## config.mk

```make
export PLATFORM = sky130hd
export DESIGN_NAME = utf8_validating_decoder
export DESIGN_NICKNAME = d
export VERILOG_FILES = /design/src/hdl/utf8d_pkg.sv /design/src/hdl/utf8d_core.sv /design/src/hdl/utf8d_outq.sv /design/src/hdl/utf8_validating_decoder.sv
export SDC_FILE = /design/constraint.sdc
export NUM_CORES = 1
export LEC_CHECK = 0
export ABC_AREA = 1
export ABC_CLOCK_PERIOD_IN_PS = 4700
export BUFFER_PORTS_ARGS = -buffer_cell sky130_fd_sc_hd__clkbuf_2
export CAP_MARGIN = 5
export CELL_PAD_IN_SITES_DETAIL_PLACEMENT = 0
export CELL_PAD_IN_SITES_GLOBAL_PLACEMENT = 1
export CORE_ASPECT_RATIO = 2
export CORE_MARGIN = 2
export CORE_UTILIZATION = 48
export CTS_BUF_LIST = sky130_fd_sc_hd__clkbuf_4
export CTS_CLUSTER_SIZE = 16
export DETAILED_ROUTE_END_ITERATION = 7
export PLACE_DENSITY = 0.84
export REMOVE_ABC_BUFFERS = 1
export SLEW_MARGIN = 20
export SYNTH_ARGS = -nofsm -noshare
export SYNTH_HDL_FRONTEND = slang
export SYNTH_HIERARCHICAL = 1
export SYNTH_SLANG_ARGS = --single-unit
```

## constraint.sdc

```tcl
create_clock -name clk_i -period 4.7 [get_ports clk_i]
set_clock_uncertainty 0.1 [all_clocks]
set_input_delay 0.705 -clock clk_i [delete_from_list [all_inputs] [get_ports clk_i]]
set_output_delay 0.705 -clock clk_i [all_outputs]
set_load 0.005 [all_outputs]
```

## src/hdl/utf8d_pkg.sv

```systemverilog
package utf8d_pkg;

  localparam int unsigned ByteW  = 8;
  localparam int unsigned CpW    = 21;
  localparam int unsigned AccW   = 31;
  localparam int unsigned CntW   = 3;

  // result queue depth; room for two pushes is checked before each byte
  localparam int unsigned QDepth = 4;
  localparam int unsigned QPtrW  = $clog2(QDepth);
  localparam int unsigned QCntW  = $clog2(QDepth + 1);

  localparam logic [CpW-1:0]   ReplCp    = 21'h00FFFD;
  localparam logic [ByteW-1:0] ContMask  = 8'h3F;
  localparam logic [ByteW-1:0] MinCont3  = 8'hA0;
  localparam logic [ByteW-1:0] MinCont4  = 8'h90;
  localparam logic [ByteW-1:0] MinCont5  = 8'h88;
  localparam logic [ByteW-1:0] MinCont6  = 8'h84;
  localparam logic [AccW-1:0]  SurrLo    = 31'h0000D800;
  localparam logic [AccW-1:0]  SurrHi    = 31'h0000DFFF;
  localparam logic [AccW-1:0]  NcharLo   = 31'h0000FDD0;
  localparam logic [AccW-1:0]  NcharHi   = 31'h0000FDEF;
  localparam logic [15:0]      NcharTail = 16'hFFFE;
  localparam logic [AccW-1:0]  MaxCp     = 31'h0010FFFF;

  // decode results of one byte: num is 0, 1 or 2; cp0 goes out first
  typedef struct packed {
    logic [1:0]     num;
    logic [CpW-1:0] cp0;
    logic [CpW-1:0] cp1;
  } res_t;

  typedef struct packed {
    logic [CpW-1:0] cp;
    logic           last;
  } entry_t;

  function automatic logic bad_value(input logic [AccW-1:0] v);
    logic bad;
    bad = 1'b0;
    if (v >= SurrLo && v <= SurrHi)   bad = 1'b1;
    if (v >= NcharLo && v <= NcharHi) bad = 1'b1;
    if (v[15:0] >= NcharTail)         bad = 1'b1;
    if (v > MaxCp)                    bad = 1'b1;
    return bad;
  endfunction

endpackage

```

## src/hdl/utf8d_core.sv

```systemverilog
module utf8d_core (
  input  logic                           clk_i,
  input  logic                           rst_ni,
  input  logic [utf8d_pkg::ByteW-1:0]    byte_i,
  input  logic                           fire_i,
  output utf8d_pkg::res_t                res_o
);

  logic [utf8d_pkg::AccW-1:0] accum_q, accum_d;
  logic [utf8d_pkg::CntW-1:0] exp_q, exp_d;
  logic [utf8d_pkg::CntW-1:0] seen_q, seen_d;
  logic                       valid_q, valid_d;

  logic                       cut;
  logic [utf8d_pkg::AccW-1:0] acc_e, acc_n;
  logic [utf8d_pkg::CntW-1:0] exp_e, seen_e, seen_n;
  logic                       valid_e, first, zero, overlong;
  logic                       emit_b;
  logic [utf8d_pkg::CpW-1:0]  cp_b;

  always_comb begin
    cut = (exp_q != '0) && (byte_i[7:6] != 2'b10);

    // cut-short sequence is cleared before the byte is looked at again
    acc_e   = cut ? '0 : accum_q;
    exp_e   = cut ? '0 : exp_q;
    seen_e  = cut ? '0 : seen_q;
    valid_e = cut ? 1'b1 : valid_q;

    first    = (seen_e == '0);
    zero     = (acc_e == '0);
    overlong = (exp_e == 3'd0)
            || (exp_e == 3'd1 && first && acc_e[utf8d_pkg::AccW-1:1] == '0)
            || (exp_e == 3'd2 && first && zero && byte_i < utf8d_pkg::MinCont3)
            || (exp_e == 3'd3 && first && zero && byte_i < utf8d_pkg::MinCont4)
            || (exp_e == 3'd4 && first && zero && byte_i < utf8d_pkg::MinCont5)
            || (exp_e == 3'd5 && first && zero && byte_i < utf8d_pkg::MinCont6);
    acc_n  = {acc_e[utf8d_pkg::AccW-7:0], byte_i[5:0] & utf8d_pkg::ContMask[5:0]};
    seen_n = seen_e + 3'd1;

    accum_d = acc_e;
    exp_d   = exp_e;
    seen_d  = seen_e;
    valid_d = valid_e;
    emit_b  = 1'b0;
    cp_b    = utf8d_pkg::ReplCp;

    unique case (byte_i) inside
      [8'h00:8'h7F]: begin
        emit_b = 1'b1;
        cp_b   = {13'd0, byte_i};
      end
      [8'h80:8'hBF]: begin
        if (seen_n >= exp_e) begin
          emit_b = 1'b1;
          if (valid_e && !overlong && !utf8d_pkg::bad_value(acc_n)) begin
            cp_b = acc_n[utf8d_pkg::CpW-1:0];
          end
          accum_d = '0;
          exp_d   = '0;
          seen_d  = '0;
          valid_d = 1'b1;
        end else begin
          accum_d = acc_n;
          seen_d  = seen_n;
          valid_d = valid_e && !overlong;
        end
      end
      [8'hC0:8'hDF]: begin
        accum_d = {26'd0, byte_i[4:0]};
        exp_d   = 3'd1;
        seen_d  = '0;
      end
      [8'hE0:8'hEF]: begin
        accum_d = {27'd0, byte_i[3:0]};
        exp_d   = 3'd2;
        seen_d  = '0;
      end
      [8'hF0:8'hF7]: begin
        accum_d = {28'd0, byte_i[2:0]};
        exp_d   = 3'd3;
        seen_d  = '0;
      end
      [8'hF8:8'hFB]: begin
        accum_d = {29'd0, byte_i[1:0]};
        exp_d   = 3'd4;
        seen_d  = '0;
      end
      [8'hFC:8'hFD]: begin
        accum_d = {30'd0, byte_i[0]};
        exp_d   = 3'd5;
        seen_d  = '0;
      end
      default: begin  // 0xFE, 0xFF
        emit_b  = 1'b1;
        accum_d = '0;
        exp_d   = '0;
        seen_d  = '0;
        valid_d = 1'b1;
      end
    endcase

    res_o.num = {1'b0, cut} + {1'b0, emit_b};
    res_o.cp0 = cut ? utf8d_pkg::ReplCp : cp_b;
    res_o.cp1 = cp_b;
  end

  always_ff @(posedge clk_i or negedge rst_ni) begin
    if (!rst_ni) begin
      accum_q <= '0;
      exp_q   <= '0;
      seen_q  <= '0;
      valid_q <= 1'b1;
    end else if (fire_i) begin
      accum_q <= accum_d;
      exp_q   <= exp_d;
      seen_q  <= seen_d;
      valid_q <= valid_d;
    end
  end

endmodule

```

## src/hdl/utf8d_outq.sv

```systemverilog
module utf8d_outq (
  input  logic                          clk_i,
  input  logic                          rst_ni,
  input  logic                          push_i,
  input  utf8d_pkg::res_t               res_i,
  output logic                          room_o,
  output logic                          m_axis_tvalid,
  input  logic                          m_axis_tready,
  output logic [23:0]                   m_axis_tdata,
  output logic                          m_axis_tlast
);

  utf8d_pkg::entry_t mem_q [utf8d_pkg::QDepth];

  logic [utf8d_pkg::QPtrW-1:0] wr_q, rd_q, wr_p1;
  logic [utf8d_pkg::QCntW-1:0] cnt_q, cnt_d;
  logic [1:0]                  num;
  logic                        pop;

  assign num   = push_i ? res_i.num : 2'd0;
  assign pop   = m_axis_tvalid && m_axis_tready;
  assign wr_p1 = wr_q + 1'b1;

  // two free slots guarantee any byte fits, whatever the pop does
  assign room_o = cnt_q <= utf8d_pkg::QCntW'(utf8d_pkg::QDepth - 2);

  assign cnt_d = cnt_q + utf8d_pkg::QCntW'(num) - utf8d_pkg::QCntW'(pop);

  always_ff @(posedge clk_i) begin
    if (num != 2'd0) begin
      mem_q[wr_q] <= '{cp: res_i.cp0, last: (num == 2'd1)};
    end
    if (num == 2'd2) begin
      mem_q[wr_p1] <= '{cp: res_i.cp1, last: 1'b1};
    end
  end

  always_ff @(posedge clk_i or negedge rst_ni) begin
    if (!rst_ni) begin
      wr_q  <= '0;
      rd_q  <= '0;
      cnt_q <= '0;
    end else begin
      wr_q  <= wr_q + utf8d_pkg::QPtrW'(num);
      rd_q  <= rd_q + utf8d_pkg::QPtrW'(pop);
      cnt_q <= cnt_d;
    end
  end

  assign m_axis_tvalid = cnt_q != '0;
  assign m_axis_tdata  = {3'd0, mem_q[rd_q].cp};
  assign m_axis_tlast  = mem_q[rd_q].last;

endmodule

```

## src/hdl/utf8_validating_decoder.sv

```systemverilog
// UTF-8 decoder with validation. Raw bytes come in on the slave stream, one
// byte per request; Unicode code points leave on the master stream. ASCII
// passes straight through, lead bytes 0xC0-0xFD open sequences of up to five
// continuation bytes, and anything malformed (overlong forms, stray
// continuations, 0xFE/0xFF, surrogates, noncharacters, values above
// 0x10FFFF) comes out as U+FFFD. A sequence cut short by a non-continuation
// byte yields U+FFFD followed by whatever that byte decodes to, so one input
// byte gives zero, one or two results; tlast marks the final result of each
// byte. Throughput is one byte per cycle as long as each byte gives at most
// one result and the receiver keeps tready high; a byte with two results
// takes one beat per result on the single-beat master port. A byte passes
// the input register, then is decoded into a four-entry result queue.
module utf8_validating_decoder (
  input  logic        clk_i,
  input  logic        rst_ni,
  // slave stream: tdata[7:0] = in_byte
  input  logic        s_axis_tvalid,
  output logic        s_axis_tready,
  input  logic [7:0]  s_axis_tdata,
  // master stream: tdata[20:0] = code_point, tdata[23:21] = 0
  output logic        m_axis_tvalid,
  input  logic        m_axis_tready,
  output logic [23:0] m_axis_tdata,
  // last_of_run
  output logic        m_axis_tlast
);

  // input register
  logic                            in_vld_q;
  logic [utf8d_pkg::ByteW-1:0]     in_byte_q;
  logic                            room;
  logic                            consume;
  utf8d_pkg::res_t                 res;

  // a byte is decoded once the queue can take both of its possible results
  assign consume       = in_vld_q && room;
  assign s_axis_tready = !in_vld_q || consume;

  always_ff @(posedge clk_i or negedge rst_ni) begin
    if (!rst_ni) begin
      in_vld_q <= 1'b0;
    end else if (s_axis_tready) begin
      in_vld_q <= s_axis_tvalid;
    end
  end

  always_ff @(posedge clk_i) begin
    if (s_axis_tvalid && s_axis_tready) begin
      in_byte_q <= s_axis_tdata;
    end
  end

  // sequence state and per-byte decode
  utf8d_core u_core (
    .clk_i  (clk_i),
    .rst_ni (rst_ni),
    .byte_i (in_byte_q),
    .fire_i (consume),
    .res_o  (res)
  );

  // result queue, drains one code point per beat
  utf8d_outq u_outq (
    .clk_i         (clk_i),
    .rst_ni        (rst_ni),
    .push_i        (consume),
    .res_i         (res),
    .room_o        (room),
    .m_axis_tvalid (m_axis_tvalid),
    .m_axis_tready (m_axis_tready),
    .m_axis_tdata  (m_axis_tdata),
    .m_axis_tlast  (m_axis_tlast)
  );

endmodule

```

# Word-level counts from Yosys, hierarchy flattened
# Memories as Yosys holds them, arrays and structs flattened.
# Index checks and enable logic that the tools add are counted.
# totals
regBits,54
latch_bits,0
ramBits,88
romBits,0
inputBits,12
output_inout_bits,27
elab_cells,127
memories,1
# op_classes
addsub,7
mul,0
div,0
magnitude_cmp,26
n_eq_ne,8
shifts,0
mux,29
n_bitwise,0
n_reduce_logical,47
# memory_table
memory,depth,word_bits,read_ports,rd_ports_with_merged_regs,wr,line_no,text
u_outq.mem_q,4,22,1,0,2,utf8d_outq.sv:13,utf8d_pkg::entry_t mem_q [utf8d_pkg::QDepth];
# op_table
cell,n
$pmux W31 S7,1
$mux W21,3
$ge A31 B16 Y1 const B,2
$le A31 B16 Y1 const B,2
$mux W31,2
$ge A8 B8 Y1 const B,6
$le A8 B8 Y1 const B,6
$pmux W21 S2,1
$lt A8 B8 Y1 const B,4
$gt A31 B21 Y1 const B,1
$logic_not A31 Y1,1
$logic_not A30 Y1,1
$logic_and A1 B1 Y1,29
$pmux W3 S7,1
$ge A16 B16 Y1 const B,1
$mux W1,13
$mux W3,4
$ge A8 B1 Y1 const B,1
$le A8 B7 Y1 const B,1
$eq A3 B2 Y1 const B,2
$eq A3 B3 Y1 const B,2
$logic_not A3 Y1,2
$logic_or A1 B1 Y1,6
$pmux W3 S2,1
other kinds (20),24

# Logic depth before layout (Yosys ltp)
# Gate-level depths: netlist of run 1.
# logic_depth
depth_word,18
ltp_mapped,26
depth_no_buf,25

# By module
# The synthesis of run 1 kept the hierarchy.
# modules_own_cells
module,n_inst,cells_each,area_per_inst_um2,seq_area_each_um2
utf8d_outq,1,530,4902.2,2777.7
utf8d_core,1,515,3250.6,952.2
utf8_validating_decoder,1,16,292.8,265.3

# Worst setup path after synthesis of run 1
# OpenSTA, ideal clock, no wires.
# synth_path
path_kind,reg-to-reg
startpoint,register in_byte_q[6] (netlist name)
endpoint,"memory u_outq/mem_q[0][10] (netlist name), enable pin"
setup_time_ns,0.378
arrival_ns,3.539
required_time_ns,4.222
setup_slack_ns,0.683
stages_incl_launch_ff,23
path_buffers,2
period_less_slack_ns,4.017
cell_sequence,edfxtp_1 > inv_2 > nand2_1 > nand2_2 > buf_6 > inv_1 > nor2_1 > inv_1 > ha_1 > ha_1 > nand2_1 > nor2_1 > a211oi_1 > and2_1 > nand2_1 > inv_1 > nor2_1 > ha_1 > nand2_1 > nand2_2 > buf_4 > nand2_1 > nand2_1
# synth_lines
item,line_no,text
"start, declared",utf8_validating_decoder.sv:30,logic [utf8d_pkg::ByteW-1:0] in_byte_q;
"start signal, assigned",utf8_validating_decoder.sv:49,in_byte_q <= s_axis_tdata;
"end, declared",utf8d_outq.sv:13,

==> results of run 1 <==
## routing by layer
layer	wire length, µm	track usage, %
met5	0	0
met4	1394	15.97
met3	1133	3.857
met2	13030	50.21
met1	8316	26.88
## worst paths after layout
kind	startpoint	endpoint	slack, ps	cells past startpoint
worst max-delay path	in_byte_q[6]$_DFFE_PP_	u_outq/mem_q[2][2]$_DFFE_PP_	370	20
worst min-delay path	rst_ni	in_vld_q$_DFFE_PN0P_	120	2
worst max register to register	in_byte_q[6]$_DFFE_PP_	u_outq/mem_q[2][2]$_DFFE_PP_	370	20
worst min register to register	u_outq/mem_q[2][0]$_SDFFE_PP1P_	u_outq/mem_q[2][0]$_SDFFE_PP1P_	370	2
max in group asynchronous	rst_ni	u_core/accum_q[14]$_DFFE_PN0P_	3890	2
min in group clk_i	s_axis_tdata[2]	in_byte_q[2]$_DFFE_PP_	220	1
## synth_stat cells (2+ instances only)
master,n
buf_2,23
dfrtp_1,45
nor3_1,5
o21ai_1,70
inv_2,4
nand3_2,3
a22oi_1,2
ha_1,9
nand4_1,9
clkbuf_1,23
buf_6,5
a21oi_1,12
o22ai_1,9
nor2_2,5
o31ai_1,3
a21oi_2,2
dfxtp_1,4
nand3_1,127
o21ai_2,6
inv_1,94
a21o_1,2
xnor2_1,3
o21ai_0,136
o32ai_1,4
nor2_4,3
buf_1,5
nand2_2,28
nand2_1,170
o311ai_0,2
nor2_1,125
buf_4,12
a32o_1,5
edfxtp_1,92
## logic make-up (layout without fill, tap and decap cells)
| logic type | count (synthesis) | after routing | share of synthesized area (%) |
|---|---|---|---|
| adder cells (fa/ha/maj) | 10 | 10 | 1.570 |
| AO/OA/AOI/OAI | 255 | 255 | 16.44 |
| XOR/XNOR | 3 | 3 | 0.3112 |
| buffers and inverters | 169 | 190 | 8.978 |
| other | 1 | 4 | 0.04440 |
| flip-flops | 142 | 142 | 47.30 |
| AND/OR/NAND/NOR | 481 | 481 | 25.35 |
## power by group through the flow
stage	registers [mW]	clock network (mW)	logic, mW
2_1_floorplan	1.89	0	1.64
3_3_place_gp	1.88	0	2.68
3_5_place_dp	1.88	0	2.69
4_1_cts	1.86	0.884	2.70
5_1_grt	1.89	0.939	3.03
6_report	1.86	0.866	2.71
## worst reg2reg max path, cell delays in order (launching register included)
cell and delay [ps]:
edfxtp_1 460, inv_2 110, nand2_1 90, nand2_2 80, buf_4 260, buf_4 520
nand2_1 240, nor3_1 440, nand2_1 140, nand2_1 100, nand2_1 50, nand2_1 60
a21oi_2 80, nor2_2 160, nand3_1 90, buf_4 190, nand2_1 320, nand2_1 140
nor2_1 260, nand3_1 120, o21ai_1 140
## per-stage QoR
step,power [mW],setup WS (ps),cells,setup TNS [ps],cell area [µm²]
2_1_floorplan,3.535,-1810,994,-255920,8071
3_3_place_gp,4.559,529.8,1264,0,8710
3_5_place_dp,4.575,502.7,1264,0,8710
4_1_cts,5.437,446.7,1294,0,9014
5_1_grt,5.854,44.12,1295,0,9021
6_report,5.436,373.8,1295,0,9021
## cells in the final DEF (no fill, tap or decap), types with 4 or more instances in the layout
| cell type | Yosys | layout |
|---|---|---|
| dfxtp_1 | 4 | 4 |
| nand2_2 | 28 | 27 |
| a32o_1 | 5 | 5 |
| inv_1 | 94 | 94 |
| o21ai_0 | 136 | 136 |
| ha_1 | 9 | 9 |
| o21ai_1 | 70 | 70 |
| edfxtp_1 | 92 | 92 |
| a21oi_1 | 12 | 12 |
| bufinv_16 | 0 | 4 |
| clkbuf_4 | 0 | 18 |
| o22ai_1 | 9 | 9 |
| clkinv_2 | 1 | 5 |
| o32ai_1 | 4 | 4 |
| nand3_1 | 127 | 127 |
| nand2_1 | 170 | 170 |
| buf_4 | 12 | 24 |
| nor2_1 | 125 | 125 |
| nor2_2 | 5 | 5 |
| nand4_1 | 9 | 9 |
| clkbuf_2 | 0 | 35 |
| inv_2 | 4 | 4 |
| dfrtp_1 | 45 | 45 |
| nor3_1 | 5 | 5 |
| o21ai_2 | 6 | 6 |
## area by class of cell
cell class | instances | area [µm²]
multi-input cells | 752 | 3705
diodes | 1 | 2.502
clock buffers | 18 | 135.1
well taps | 210 | 262.8
flip-flops and latches | 142 | 3995
fillers | 1746 | 8250
repair buffers | 60 | 375.4
inverters | 100 | 376.6
clock inverters | 12 | 168.9
## state kept, by name, summed over array words and instances (netlist names)
name            flops
u_outq/mem_q       88
u_core/accum_q     31
in_byte_q           8
u_core/exp_q        3
u_core/seen_q       3
u_outq/cnt_q        3
u_outq/rd_q         2
u_outq/wr_q         2
in_vld_q            1
u_core/valid_q      1
==> impl_metrics.ini, run 1 <==
[logic_synthesis]
ys_types = 47
yosysTopAreaCellShare_pct = 32.71
synth_area_leaders = edfxtp_1, dfrtp_1, o21ai_0
async_flop_share_pct = 32.39
avgSynthCellArea_um2 = 7.960
post-synth-top-area-cell = edfxtp_1
synth-edff-count = 92
synth_seq_cells = 142
yosysWarningCount = 6
netlist_area_mm2 = 0.008446
yosysSeqAreaShare_pct = 47.30
yosys_most_used_dff = edfxtp_1
synth_cells = 1061

[worst_setup_path]
crit_fanout = 55
slowest_stage = buf_4
path_class = flop to flop
max_stage_delay_ps = 520
start_kind = flop
crit_buf_inv = 4
cp-end-kind = flop
worstPathCellList = inv_2 > nand2_1 > nand2_2 > buf_4 > buf_4 > nand2_1 > nor3_1 > nand2_1 > nand2_1 > nand2_1 > nand2_1 > a21oi_2 > nor2_2 > nand3_1 > buf_4 > nand2_1 > nand2_1 > nor2_1 > nand3_1 > o21ai_1
worstPathRequired_ps = 5000
path_common_cell = nand2_1
cp.arrival_ps = 4630
crit_family = simple AND/OR/NAND/NOR gates

[pwr]
cell_internal_pwr_mw = 2.866
peakVddDrop_mv = 0.3599
p_comb_share_pct = 49.9
p_switching_mw = 2.570
p_seq_share_pct = 34.2
p_leak_nw = 3.707
switching_share_pct = 47.28
clockPowerShare_pct = 15.9
powerDensity_mw_per_mm2 = 602.6

[detailed_routing]
drcViolationCount = 0
drt_wl_total_um = 23870
ant_nets = 0
vias_per_cell = 5.731
firstDrtPassIters = 6
num_vias = 7422
drt_iter0_drc = 383
wl_per_cell_um = 18.43

[sta]
fmax_mhz = 231.2
relSlewSlack_pct = 46.65
rsz0062_at_grt = false
finalHoldViolCount = 0
setup_viol = 0
fin_crit_sh_pct = 92.05
tightest_slew_ps = 799.4
fin_hold_ws_ps = 117.1
final_max_slew_viol_count = 0
final.min_clock_period_ps = 4326

[clocking]
htreeDepth = 4
clk_root_buffer_cell = clkbuf_4
cts_setup_buffers = 0
cts.clk_slew.worst_paths_ps = 120
hold_buffers = 0
cts_buffers = 17
clock_sinks = 142
cts_tree = yes
cts_resized = 0
clockBufferDepth = 2
insertion_delay_ps = 550

[global_route]
grt_max_degree = 56
antenna_found_initial = 1
grt_pass1_vias = 7368
overflow = 0
grt_first_pass_wirelength_um = 38100
track_usage_pct = 26.45

[floorplan]
die_y_um = 191.6
start_util_pct = 48.90
dieArea_mm2 = 0.01874
core_area_mm2 = 0.01727
die_w_um = 97.80
rows = 68
ios = 39

[cells_and_area]
area_growth_pct = 6.815
drive_gt1_share_pct = 13.28
utilization_pct = 52.23
fin_nets = 1095

[job]
drv_cap = 0

[place]
hpwl_um = 16480
gp_congestion = 0.9494
port_buffers = 35

[worst_hold_path]
hold_path.class = input port to async pin

[run_status]
outcome = finished, final reports clean
Power figures use the tool's default switching activity.
==> run 2: changes to the inputs <==
--- a/config.mk
+++ b/config.mk
@@ -5,7 +5,7 @@
 export SDC_FILE = /design/constraint.sdc
 export NUM_CORES = 1
 export LEC_CHECK = 0
-export ABC_AREA = 1
+export ABC_AREA = 0
 export ABC_CLOCK_PERIOD_IN_PS = 4700
 export BUFFER_PORTS_ARGS = -buffer_cell sky130_fd_sc_hd__clkbuf_2
 export CAP_MARGIN = 5
@@ -13,11 +13,12 @@
 export CELL_PAD_IN_SITES_GLOBAL_PLACEMENT = 1
 export CORE_ASPECT_RATIO = 2
 export CORE_MARGIN = 2
-export CORE_UTILIZATION = 48
+export CORE_UTILIZATION = 50
 export CTS_BUF_LIST = sky130_fd_sc_hd__clkbuf_4
 export CTS_CLUSTER_SIZE = 16
 export DETAILED_ROUTE_END_ITERATION = 7
-export PLACE_DENSITY = 0.84
+export GPL_ROUTABILITY_DRIVEN = 0
+export PLACE_DENSITY = 0.81
 export REMOVE_ABC_BUFFERS = 1
 export SLEW_MARGIN = 20
 export SYNTH_ARGS = -nofsm -noshare
==> impl_metrics.ini, run 2 <==
[run_status]
outcome = finished, final reports clean

[sta]
rsz0062_at_grt = false
tightest_slew_ps = 1044
final_max_slew_viol_count = 0
finalHoldViolCount = 0
tns_ps = 0
fin_crit_sh_pct = 91.74
fmax_mhz = 231.9
fin_hold_ws_ps = 155.3
relSlewSlack_pct = 29.97
setup_viol = 0
final.min_clock_period_ps = 4312

[cells_and_area]
fillerInstances = 1343
area_growth_pct = 7.992
utilization_pct = 54.66
drive_gt1_share_pct = 21.47
largest_register = u_outq/mem_q
top_regs = u_outq/mem_q: 88 flops, u_core/accum_q: 31 flops, in_byte_q: 8 flops
largest_reg_flops = 88
mostFrequentLayoutCell = a22o_1
mostFrequentLayoutCells = a22o_1, edfxtp_1, dfrtp_1
fin_nets = 633

[worst_setup_path]
crit_fanout = 8
crit_family = adder cells
max_stage_delay_ps = 480
r2r_slack_ps = 390
cp-end-kind = flop
path_class = flop to flop
slowest_stage = ha_1
worstPathCellList = or3_1 > nand2_2 > nand2_1 > inv_1 > ha_1 > xnor2_1 > ha_1 > a21o_1 > a31oi_2 > o211ai_1 > ha_1 > nand2_1 > xnor2_1 > ha_1 > fa_1 > xnor2_1 > xnor2_1
start_kind = flop
cp.arrival_ps = 4670
r2r-start = u_core/exp_q[2]$_DFFE_PN0P_
r2r_cells = 17
timing.rr.end = u_outq/cnt_q[2]$_DFF_PN0_
worstPathRequired_ps = 5060
crit_buf_inv = 1

[global_route]
grt_first_pass_wirelength_um = 28760
grt_max_degree = 47
antenna_found_initial = 1
overflow = 0
grt_pass1_vias = 5256
track_usage_pct = 23.74

[logic_synthesis]
yosysTopAreaCellShare_pct = 37.23
synth_mux_area_share_pct = 6.677
synth_cells = 583
synth_fa_ha_area_share_pct = 1.787
ys_types = 68
netlist_area_mm2 = 0.007421
synth_compound_area_share_pct = 21.53
synth_xor_area_share_pct = 1.062
synth_area_leaders = edfxtp_1, dfrtp_1, a22o_1
async_flop_share_pct = 32.39
synth_top_family_by_area = compound AO/OA/AOI/OAI gates
synth_seq_cells = 142
synthSimpleGateAreaFrac_pct = 11.11
yosysSeqAreaShare_pct = 53.84
avgSynthCellArea_um2 = 12.73
post-synth-top-area-cell = edfxtp_1
yosysWarningCount = 6
synth-edff-count = 92
yosys_most_used_dff = edfxtp_1
post-synth-top-count-cell = a22o_1
synth_common_cells = a22o_1, edfxtp_1, dfrtp_1

[job]
drv_cap = 0

[clocking]
clk_root_buffer_cell = clkbuf_4
cts_tree = yes
htreeDepth = 4
clock_sinks = 142
cts.clk_slew.worst_paths_ps = 140
cts_setup_buffers = 0
insertion_delay_ps = 530
cts_buffers = 17
clockBufferDepth = 2

[pwr]
p_leak_nw = 3.073
total_power_mw = 4.402
powerDensity_mw_per_mm2 = 549.3
peakVddDrop_mv = 0.3212

[detailed_routing]
wl_per_cell_um = 22.16
drt_iter0_drc = 403
firstDrtPassIters = 7
vias_per_cell = 6.312
drcViolationCount = 0
num_vias = 5176
drt_wl_total_um = 18170
ant_nets = 0

[floorplan]
ios = 39
start_util_pct = 50.61
die_w_um = 90.15
rows = 63
dieArea_mm2 = 0.01589
core_area_mm2 = 0.01466
die_y_um = 176.3

[place]
port_buffers = 35
hpwl_um = 11760

[worst_hold_path]
hold_path.class = input port to async pin
run 2: cell types whose count changed in the layout (fill, tap and decap cells not counted), sizes merged, moves of 6 or more:
cell    previous run  this run
buf               25        17
nand3            130         4
mux4               0        22
a22o               0       112
inv              100        19
nor2             133        27
nor4               1        11
nor3               6        17
o21ai            212        12
nand2b             0        11
a21boi             0         9
and2               2        15
nand2            198        42
a21oi             14        20
run 2: what timing repair did:
item                       CTS  global route
setup endpoints to repair    0             1
hold buffers                 0             0
resized for setup            0             1
run 2: worst max-delay path by stage:
stage	startpoint	to	depth (start not counted)
after detailed placement	u_core/exp_q[2]$_DFFE_PN0P_	u_outq/cnt_q[2]$_DFF_PN0_	17
after global routing	u_core/exp_q[2]$_DFFE_PN0P_	u_outq/cnt_q[2]$_DFF_PN0_	17
after CTS	u_core/exp_q[2]$_DFFE_PN0P_	u_outq/cnt_q[2]$_DFF_PN0_	17
final	u_core/exp_q[2]$_DFFE_PN0P_	u_outq/cnt_q[2]$_DFF_PN0_	17
after floorplan	u_core/exp_q[2]$_DFFE_PN0P_	u_outq/mem_q[1][10]$_DFFE_PP_	14
after global placement	u_core/exp_q[2]$_DFFE_PN0P_	u_outq/cnt_q[2]$_DFF_PN0_	17
run 2: per-stage QoR:
step                instances  setup slack [ps]  area [µm²]
floorplan                 540            -64.97        7181
global placement          787             517.0        7742
detailed placement        787             356.9        7742
CTS                       819             322.1        8001
global route              820             48.50        8014
finish                    820             388.4        8014
run 2: cell type report:
cell class / instances / area [µm²] / area share (%)
inverter: 12 / 45.04 / 0.5621
timing repair buffer: 52 / 302.8 / 3.778
multi-input combinational: 386 / 3164 / 39.48
clock buffer: 17 / 127.6 / 1.593
sequential: 142 / 3996 / 49.87
tap: 195 / 244.0 / 3.044
clock inverter: 15 / 131.4 / 1.639
antenna: 1 / 2.502 / 0.03123
run 2: logic make-up after synthesis:
family / count (synthesis)
xor gates and xnor gates: 9
DFF: 142
and+or+nand+nor: 151
other: 1
muxes: 22
buffers and inverters: 57
adders and majority gates: 10
AOI/OAI and AO/OA: 191
run 2: per-layer routing:
| metal | track usage [%] | part of all wire (%) |
|---|---|---|
| met1 | 28.43 | 39 |
| met2 | 41.95 | 53 |
| met3 | 3.414 | 4.7 |
| met4 | 11.41 | 3.7 |
| met5 | 0 | 0 |
run 2: worst register-to-register path, cell delays in order (launching register included):
cell,delay (ps)
dfrtp_1,470
or3_1,470
nand2_2,130
nand2_1,80
inv_1,100
ha_1,170
xnor2_1,140
ha_1,280
a21o_1,170
a31oi_2,270
o211ai_1,170
ha_1,480
nand2_1,150
xnor2_1,190
ha_1,200
fa_1,380
xnor2_1,180
xnor2_1,130
run 2: report_power, final:
part	switching (mW)	internal, mW
sequential	0.260	1.65
combinational	1.04	0.741
clock	0.493	0.226
==> run 3: changes to the inputs <==
--- a/config.mk
+++ b/config.mk
@@ -19,6 +19,7 @@
 export DETAILED_ROUTE_END_ITERATION = 7
 export GPL_ROUTABILITY_DRIVEN = 0
 export PLACE_DENSITY = 0.81
+export RECOVER_POWER = 100
 export REMOVE_ABC_BUFFERS = 1
 export SLEW_MARGIN = 20
 export SYNTH_ARGS = -nofsm -noshare
==> impl_metrics.ini, run 3 (synthesis results as in run 2) <==
[worst_setup_path]
max_stage_delay_ps = 600
start_kind = flop
r2r_slack_ps = 310
worstPathRequired_ps = 4760
worstPathCellList = or3_1 > nand2_2 > nand2_1 > inv_1 > ha_1 > xnor2_1 > ha_1 > a21o_1 > a31oi_2 > o211ai_1 > ha_1 > nand3b_4 > o22ai_2 > clkbuf_2
path_class = flop to flop
slowest_stage = clkbuf_2
r2r_cells = 14
crit_fanout = 21
cp-end-kind = flop
timing.rr.end = u_outq/mem_q[2][9]$_DFFE_PP_
cp.arrival_ps = 4450
path_common_cell = ha_1
r2r-start = u_core/exp_q[2]$_DFFE_PN0P_

[detailed_routing]
ant_nets = 0
vias_per_cell = 6.313
drcViolationCount = 0
wl_per_cell_um = 22.21
drt_wl_total_um = 18210
firstDrtPassIters = 5
num_vias = 5177
drt_iter0_drc = 371

[sta]
timing.final.ws_setup_ps = 306.9
setup_viol = 0
final_max_slew_viol_count = 47
finalHoldViolCount = 0
rsz0062_at_grt = false
fmax_mhz = 227.6
fin_crit_sh_pct = 93.47
final.min_clock_period_ps = 4393
tightest_slew_ps = 2510
relSlewSlack_pct = -67.34

[cells_and_area]
postLayoutCellArea_mm2 = 0.007956
multi_input_area_mm2 = 0.003146
mostFrequentLayoutCell = a22o_1
drive_gt1_share_pct = 18.75
fillerInstances = 1358
area_growth_pct = 7.216
regArea_mm2 = 0.003996
fin_nets = 633
largest_register = u_outq/mem_q
top_regs = u_outq/mem_q: 88 flops, u_core/accum_q: 31 flops, in_byte_q: 8 flops
largest_reg_flops = 88
mostFrequentLayoutCells = a22o_1, edfxtp_1, dfrtp_1

[global_route]
grt_max_degree = 47
grt_pass1_vias = 5256
track_usage_pct = 23.74
overflow = 0
grt_first_pass_wirelength_um = 28760
antenna_found_initial = 1

[clocking]
clock_sinks = 142
clockBufferDepth = 2
cts_tree = yes
cts_setup_buffers = 0
clk_root_buffer_cell = clkbuf_4
htreeDepth = 4
insertion_delay_ps = 530
cts_buffers = 17
cts.clk_slew.worst_paths_ps = 140

[worst_hold_path]
hold_end = in_byte_q[4]$_DFFE_PP_
min_path_cells = 1
hp-start = s_axis_tdata[4]
hold_path.class = input port to flop

[floorplan]
ios = 39
start_util_pct = 50.61
core_area_mm2 = 0.01466
dieArea_mm2 = 0.01589
die_w_um = 90.15
rows = 63
die_y_um = 176.3

[run_status]
outcome = finished with violations
violations = max-capacitance violations, max-slew violations

[job]
drv_cap = 1

[pwr]
total_power_mw = 4.359
p_leak_nw = 3.021
peakVddDrop_mv = 0.3239
powerDensity_mw_per_mm2 = 547.8

[place]
dpl_worst_slack_ps = 356.9
port_buffers = 35
place_area_mm2 = 0.007742
hpwl_um = 11760
-- run 3: per-layer routing --
metal	share of wire (%)	global-route usage, %	vias to the layer above
li1	-	-	2370
met1	39	28.43	2594
met2	53	41.95	177
met3	5.0	3.414	36
met4	3.7	11.41	0
met5	0	0	-
-- run 3: area by class of cell --
| type | count | area share, % |
|---|---|---|
| Antenna cell | 1 | 0.03145 |
| Clock buffer | 17 | 1.604 |
| Timing Repair Buffer | 52 | 3.318 |
| Multi-Input combinational cell | 386 | 39.53 |
| Inverter | 12 | 0.5661 |
| Clock inverter | 15 | 1.651 |
| Sequential cell | 142 | 50.23 |
| Tap cell | 195 | 3.067 |
-- run 3: how the worst max path moves through the flow --
| stage | cells after the start | start | end |
|---|---|---|---|
| floorplan | 14 | u_core/exp_q[2]$_DFFE_PN0P_ | u_outq/mem_q[1][10]$_DFFE_PP_ |
| global placement | 17 | u_core/exp_q[2]$_DFFE_PN0P_ | u_outq/cnt_q[2]$_DFF_PN0_ |
| detailed placement | 17 | u_core/exp_q[2]$_DFFE_PN0P_ | u_outq/cnt_q[2]$_DFF_PN0_ |
| CTS | 17 | u_core/exp_q[2]$_DFFE_PN0P_ | u_outq/cnt_q[2]$_DFF_PN0_ |
| global route | 15 | u_core/exp_q[2]$_DFFE_PN0P_ | u_outq/mem_q[0][11]$_DFFE_PP_ |
| finish | 14 | u_core/exp_q[2]$_DFFE_PN0P_ | u_outq/mem_q[2][9]$_DFFE_PP_ |
-- run 3: worst max-delay path: cells and delay by family, from the launching register on --
family	cells	cell delay, ps
simple gates	4	910
fa+ha+maj	3	870
compound gates	4	820
buf+inv	2	700
flops	1	470
xor+xnor	1	140
-- run 3: per-stage QoR --
| step | std cells | util, % | TNS (ps) | hold slack [ps] |
|---|---|---|---|---|
| final | 820 | 54.27 | 0 | 236.6 |
| after CTS | 819 | 54.57 | 0 | 143.2 |
| after detailed placement | 787 | 52.81 | 0 | 370.7 |
| after floorplan | 540 | - | -1491 | 309.4 |
| after global placement | 787 | 52.81 | 0 | 366.1 |
| after global routing | 820 | 54.27 | 0 | 193.8 |
-- run 3: power by group --
group,internal [mW],switching [mW]
Combinational,0.702,1.03
Sequential,1.65,0.256
Clock,0.226,0.495
-- run 3: repair_timing --
item | CTS | global route
resized for setup | 0 | 1
setup endpoints to repair | 0 | 1
hold buffers | 0 | 0
